File: src/scst_pkg.sv
// Shared types, codes and defaults of the shadow call stack tracker.
package scst_pkg;

   localparam int STACK_DEPTH_DEF   = 32;
   localparam int FUNC_ID_WIDTH_DEF = 32;

   localparam logic [1:0] EXIT_NONE  = 2'd0;
   localparam logic [1:0] EXIT_RET   = 2'd1;
   localparam logic [1:0] EXIT_CALL  = 2'd2;
   localparam logic [1:0] EXIT_OTHER = 2'd3;

   localparam logic [1:0] EV_ENTER = 2'd0;
   localparam logic [1:0] EV_EXIT  = 2'd1;
   localparam logic [1:0] EV_DROP  = 2'd2;

   typedef struct packed {
      logic [1:0]  prev_exit;
      logic [63:0] target;
      logic [63:0] stack_pointer;
      logic [63:0] call_site_return;
      logic        entry_block;
      logic        crossed_boundary;
      logic        prev_was_resolver;
      logic [31:0] func_id;
   } req_type;

   typedef struct packed {
      logic [1:0]  event_kind;
      logic [31:0] event_func;
      logic [5:0]  depth_after;
      logic        last;
   } rsp_type;

   typedef struct packed {
      logic        valid;
      logic [63:0] sp;
      logic [63:0] ret;
      logic [31:0] func;
   } frame_type;

   typedef enum logic [2:0] {
      CELL_HOLD       = 3'd0,
      CELL_PUSH       = 3'd1,
      CELL_POP        = 3'd2,
      CELL_SETRET     = 3'd3,
      CELL_SCAN_START = 3'd4,
      CELL_SCAN_STEP  = 3'd5
   } cell_op_type;

   typedef struct packed {
      cell_op_type op;
      logic [63:0] csp;
      logic [63:0] target;
      logic [63:0] ret_value;
      logic        set_ret;
   } cell_ctl_type;

endpackage

File: src/scst_cell.sv
// One shadow stack cell: holds a frame, shifts with its neighbors, carries the scan token.
module scst_cell
   import scst_pkg::*;
#(
   parameter bit IS_TOP = 1'b0
) (
   input  logic         clock,
   input  logic         reset,
   input  cell_ctl_type ctl,
   input  frame_type    up_frame,
   input  frame_type    down_frame,
   input  logic         up_scan,
   output frame_type    frame_out,
   output logic         scan_out,
   output logic         hit
);

   frame_type frame_ff, frame_in;
   logic      scan_ff, scan_in;
   logic      sp_eq;
   logic      ret_eq;

   assign sp_eq  = (frame_ff.sp == ctl.csp);
   assign ret_eq = (frame_ff.ret == ctl.target);

   always_comb begin
      frame_in = frame_ff;
      scan_in  = 1'b0;
      unique case (ctl.op)
         CELL_PUSH:       frame_in = up_frame;
         CELL_POP:        frame_in = down_frame;
         CELL_SETRET: begin
            if (IS_TOP) begin
               frame_in.ret = ctl.ret_value;
            end
         end
         CELL_SCAN_START: scan_in = IS_TOP;
         CELL_SCAN_STEP:  scan_in = up_scan & sp_eq & frame_ff.valid;
         default:         frame_in = frame_ff;
      endcase
   end

   always_ff @(posedge clock) begin
      if (reset) begin
         frame_ff <= '{valid: IS_TOP, sp: '0, ret: '0, func: '0};
         scan_ff  <= 1'b0;
      end else begin
         frame_ff <= frame_in;
         scan_ff  <= scan_in;
      end
   end

   assign frame_out = frame_ff;
   assign scan_out  = scan_ff;
   assign hit       = scan_ff & ret_eq & frame_ff.valid;

endmodule
File: config.mk
export PLATFORM = sky130hd
export DESIGN_NAME = scst_cell
export DESIGN_NICKNAME = d
export VERILOG_FILES = /design/src/scst_pkg.sv /design/src/scst_cell.sv
export SDC_FILE = /design/constraint.sdc
export NUM_CORES = 1
export LEC_CHECK = 0
export BUFFER_PORTS_ARGS = -buffer_cell sky130_fd_sc_hd__buf_4
export CORE_AREA = 4 4 261 263
export DETAILED_ROUTE_END_ITERATION = 8
export DIE_AREA = 0 0 265 267
export PLACE_DENSITY = 0.4
export RECOVER_POWER = 25
export SLEW_MARGIN = 20
export SYNTH_ARGS = -nofsm -noshare
export SYNTH_HDL_FRONTEND = slang
export SYNTH_SLANG_ARGS = --single-unit
File: constraint.sdc
create_clock -name clock -period 1.7 [get_ports clock]
set_clock_uncertainty 0.2 [all_clocks]
set_input_delay 0.085 -clock clock [delete_from_list [all_inputs] [get_ports clock]]
set_output_delay 0.085 -clock clock [all_outputs]
set_load 0.005 [all_outputs]
# After elaboration in Yosys (flattened, before gate mapping)
# Cells that the tools add are included.
[classes] n_eq_ne=5 mux=1 bitwise=5 reduce_logical=2
[op_table] op="$pmux 161 s2" n=1
[op_table] op="$eq 64x64->1" n=2
[op_table] op="$and 1x1->1" n=4
[op_table] op="$eq 3x1->1 const B" n=1
[op_table] op="$eq 3x2->1 const B" n=1
[op_table] op="$eq 3x3->1 const B" n=1
[op_table] op="$reduce_bool 2->1" n=1
[op_table] op="$reduce_or 2->1" n=1
[op_table] op="$not 1->1" n=1
[word_totals] regBits=162 word_cells=18

# Depth between registers and ports, before layout
[depth] depth_word=3 depth_mapped=6

# Least setup slack after synthesis
# No wires, ideal clock.
[synth_path] path_kind="register to register" start="register frame_ff, in the netlist frame_out[119]" end="register scan_ff, in the netlist scan_out" setup_time_ns=0.092 t_arrival_ns=1.179 slack_ns=0.229 path_stages_with_launch=6 synth_period_minus_slack_ns=1.471 cell_sequence="dfxtp_1 xnor2_1 nand4_1 nor4_1 nand4_1 nor4_1"
[synth_between] elab_chain_len=3
[synth_lines] element="start: declaration" line_no="scst_cell.sv:18" source="frame_type frame_ff, frame_in;"
[synth_lines] element="start signal: assignment" line_no="scst_cell.sv:45" source="frame_ff <= '{valid: IS_TOP, sp: '0, ret: '0, func: '0};"
[synth_lines] element="start signal: assignment" line_no="scst_cell.sv:48" source="frame_ff <= frame_in;"
[synth_lines] element="$eq 64x64->1" line_no="scst_cell.sv:23" source="assign sp_eq = (frame_ff.sp == ctl.csp);"
[synth_lines] element="$and 1x1->1 (2 in series)" line_no="scst_cell.sv:38" source="CELL_SCAN_STEP: scan_in = up_scan & sp_eq & frame_ff.valid;"
[synth_lines] element="end signal: assignment" line_no="scst_cell.sv:49" source="scan_ff <= scan_in;"
[synth_lines] element="end: declaration" line_no="scst_cell.sv:19" source="logic scan_ff, scan_in;"
# Every way passes these cells.
# A chain may end at the register's enable or synchronous reset.

# Worst setup path in the final report
[layout_path] start="register frame_ff, in the netlist frame_out[93]" end="output port hit"
[layout_between] elab_chain_len=3
[layout_lines] element="$eq 64x64->1" line_no="scst_cell.sv:24" source="assign ret_eq = (frame_ff.ret == ctl.target);"
[layout_lines] element="$and 1x1->1 (2 in series)" line_no="scst_cell.sv:55" source="assign hit = scan_ff & ret_eq & frame_ff.valid;"
[layout_lines] element="end: declaration" line_no="scst_cell.sv:15" source="output logic hit"
# Every way passes these cells.

==> impl_results.md <==
- Yosys warnings: 0
- Crit. End Element: primary output
- CP max-delay cell: dfxtp_1
- # DRC: 0
- Max clock buf depth: 2
- Met3 WL: 3.982 mm
- Most frequent cells in the layout: 745 x buf_4, 334 x dlygate4sd3_1, 161 x nor2_1, 156 x dfxtp_1, 151 x mux2i_1
- Cells after Synth: slightly above 900
- Flops & latches, synth: approximately 160
- Setup violators final: 19
- Fin. Hold Viols: 0
- DR top layer: met4
- RSZ-0062 raised after global routing: true
- Number of synthesized flops with an enable pin: 0
- CP cell instances: xor2_1, a221o_1, nor4_4, nand4_1, nor3_2, buf_4, buf_6
- Final instance area: 20970 sq um
- Dpl cell area: around 16000 sq um
- Router iterations before antenna repair: 4
- Sequential share of the synthesized area: a little under two fifths
- Area delta synth->final: 144.3%
- WP buf/inv: 2
- Die H: roughly 270 um
- Root buffer cell: clkbuf_16
- Total number of vias: about 12000
- Final ANT Viol Nets: 0
- Status: complete, but fails checks
- Clk_lat worst skew: approximately 0.48 ns
- DP Worst Slack: -0.6181 ns
- Max IR drop VDD: 0.0007245 V
- Setup TNS Final: -2.419 ns
- WL met1: about 22 mm
- Arr. time, crit path: between 2 and 2.5 ns
- Worst-path clk slew: 0.07 ns
- Iteration-0 DRC count of the detailed router: between 300 and 400
- Die area: around 70000 sq um
- Worst slew margin: ~64%
- Number of antenna violations at the first check in global routing: 1
- First-pass GRT wire length: approximately 75 mm
- Synth cell types: 31
- Ratio of final minimum period to clock period: 143.0%
- Power per cell area: 611.7 nW/um^2
- CP Class: flip-flop to primary output
- GR Util All Layers: between 10% and 20%
- Routed wire length per instance: 19.28 um
- Post-Syn Area: ~8600 sq um
- IO buf count: between 600 and 700
- Final setup margin: -0.7310 ns
- Via density: about 3.9
- Yosys top cell area share: ~38%
- Most used flip-flop cell after synthesis: dfxtp_1
- Worst setup SP type: flip-flop
- Largest net degree at the start of global routing: between 80 and 90
- Congestion Overflow GR: 0
- Failing checks: negative setup slack
- HPWL after DPL: 42.84 mm
- Worst-margin pin slew: approximately 0.52 ns
- Avg Cell Area, Syn: 9.311 sq um
- Clock sink total: around 160
- Share of post-route cells with drive strength above 1: 43.07%
- Vias in the first global route: 12040
- Final GP Congestion: roughly 0.86
- Async SR Flop Fraction: 0%
- Worst stage delay on the critical path: about 0.32 ns
- Routed WL: ~58 mm
- Area contributors post-synth: dfxtp_1 38%, mux2i_1 19%, a211oi_1 14%
- Crit-path max FO: 2
- H-tree lvl count: 4
- Min Tclk post-route: about 2.4 ns
- Max-Cap Viols: 0
- Core area: about 66000 sq um
- Leakage: 0.009391 uW
- Critical path required time: ~1.4 ns
- CP top delay family: simple AND/OR/NAND/NOR gates
- Fmax: a little over 400 MHz
- TritonCTS clock tree: yes
- Pwr Total: roughly 13000 uW
- Die width: 265 um
- Met2 WL: ~30 mm
- Mapped Nets: around 1400
- Max Slew Vio Count: 0
- Commonest non-fill, non-tap cell in the layout: buf_4
- NumNets Final: between 2000 and 3000
- Cell Rows: 94
- Final core occ: around a third
- Num ports: 684
- Cell taking the most area after synthesis: dfxtp_1
- Initial core utilization: a little over an eighth
- Hold Crit Class: input port to flip-flop
- CTS Buf Count: 17
[cells by family after synthesis]
logic type | Yosys count | synth area share, %
and+or+nand+nor | 210 | 10.61
xor gates and xnor gates | 100 | 10.20
AOI/OAI and AO/OA | 191 | 16.91
buffers and inverters | 99 | 5.845
DFF | 162 | 37.78
muxes | 160 | 18.66
[cell usage after synthesis, types with 2 or more instances]
| master | number |
|---|---|
| o2bb2ai_1 | 8 |
| nand4_1 | 18 |
| buf_2 | 35 |
| clkbuf_1 | 22 |
| xnor2_1 | 51 |
| nor3_1 | 2 |
| nor2_1 | 162 |
| mux2i_1 | 160 |
| buf_4 | 3 |
| buf_6 | 10 |
| dfxtp_1 | 162 |
| a221oi_1 | 2 |
| a211oi_1 | 160 |
| nand2_1 | 4 |
| o22ai_1 | 9 |
| nor4_1 | 20 |
| inv_1 | 29 |
| xor2_1 | 49 |
| a22o_1 | 4 |
[per-stage QoR]
| stage | hold slack (ns) | instances |
|---|---|---|
| 2_1_floorplan | 0.04761 | 922 |
| 3_3_place_gp | 0.2280 | 2546 |
| 3_5_place_dp | 0.2273 | 2546 |
| 4_1_cts | -0.03789 | 2918 |
| 5_1_grt | 0.004767 | 2994 |
| 6_report | 0.007006 | 2995 |
[final cells by class]
class	count	area, sq um
repair buffers	1246	10750
well taps	864	1081
clock buffers	23	457.9
inverters	29	108.9
diodes	2	5.005
flip-flops and latches	162	3253
multi-input cells	661	5189
clock inverters	8	128.9
fillers	6874	44650
[path summary, 6_finish.rpt]
| kind | from | end | cells after the start | slack [ns] |
|---|---|---|---|---|
| hold / removal | up_frame[115] | frame_out[115] | 4 | 0.007 |
| setup / recovery | frame_out[93] | hit | 7 | -0.73 |
| hold reg to reg | frame_out[3] | frame_out[3] | 2 | 0.30 |
| setup reg to reg | frame_out[117] | scan_out | 6 | -0.16 |
[where the power goes]
part | leakage [uW] | internal (uW) | switching [uW] | total, uW
sequential | 0.00134 | 4080 | 211 | 4290
combinational | 0.00777 | 2660 | 1730 | 4390
clock | 0.000282 | 2350 | 1800 | 4150
[layer usage]
metal	vias to the layer above	GRT usage [%]
met5	-	0
met4	0	4.812
met3	64	4.655
met2	461	26.72
met1	5411	15.30
li1	5766	-
[worst min-delay path: stages]
cell            delay [ns]
buf_4                 0.12
mux2i_1               0.13
dlymetal6s4s_1        0.22
a211oi_1              0.07
[state kept, by name, summed over array words and instances, names as in the netlist]
register / count
frame_out: 161
scan_out: 1
[what timing repair did]
item,CTS,global route
hold buffers,341,71
pin swaps,15,6
setup endpoints to repair,2,31
cloned,0,8
resized for setup,18,140
buffers inserted,0,22
endpoints found under the hold margin,159,71
Note: power is estimated with default switching activity, not from simulation.
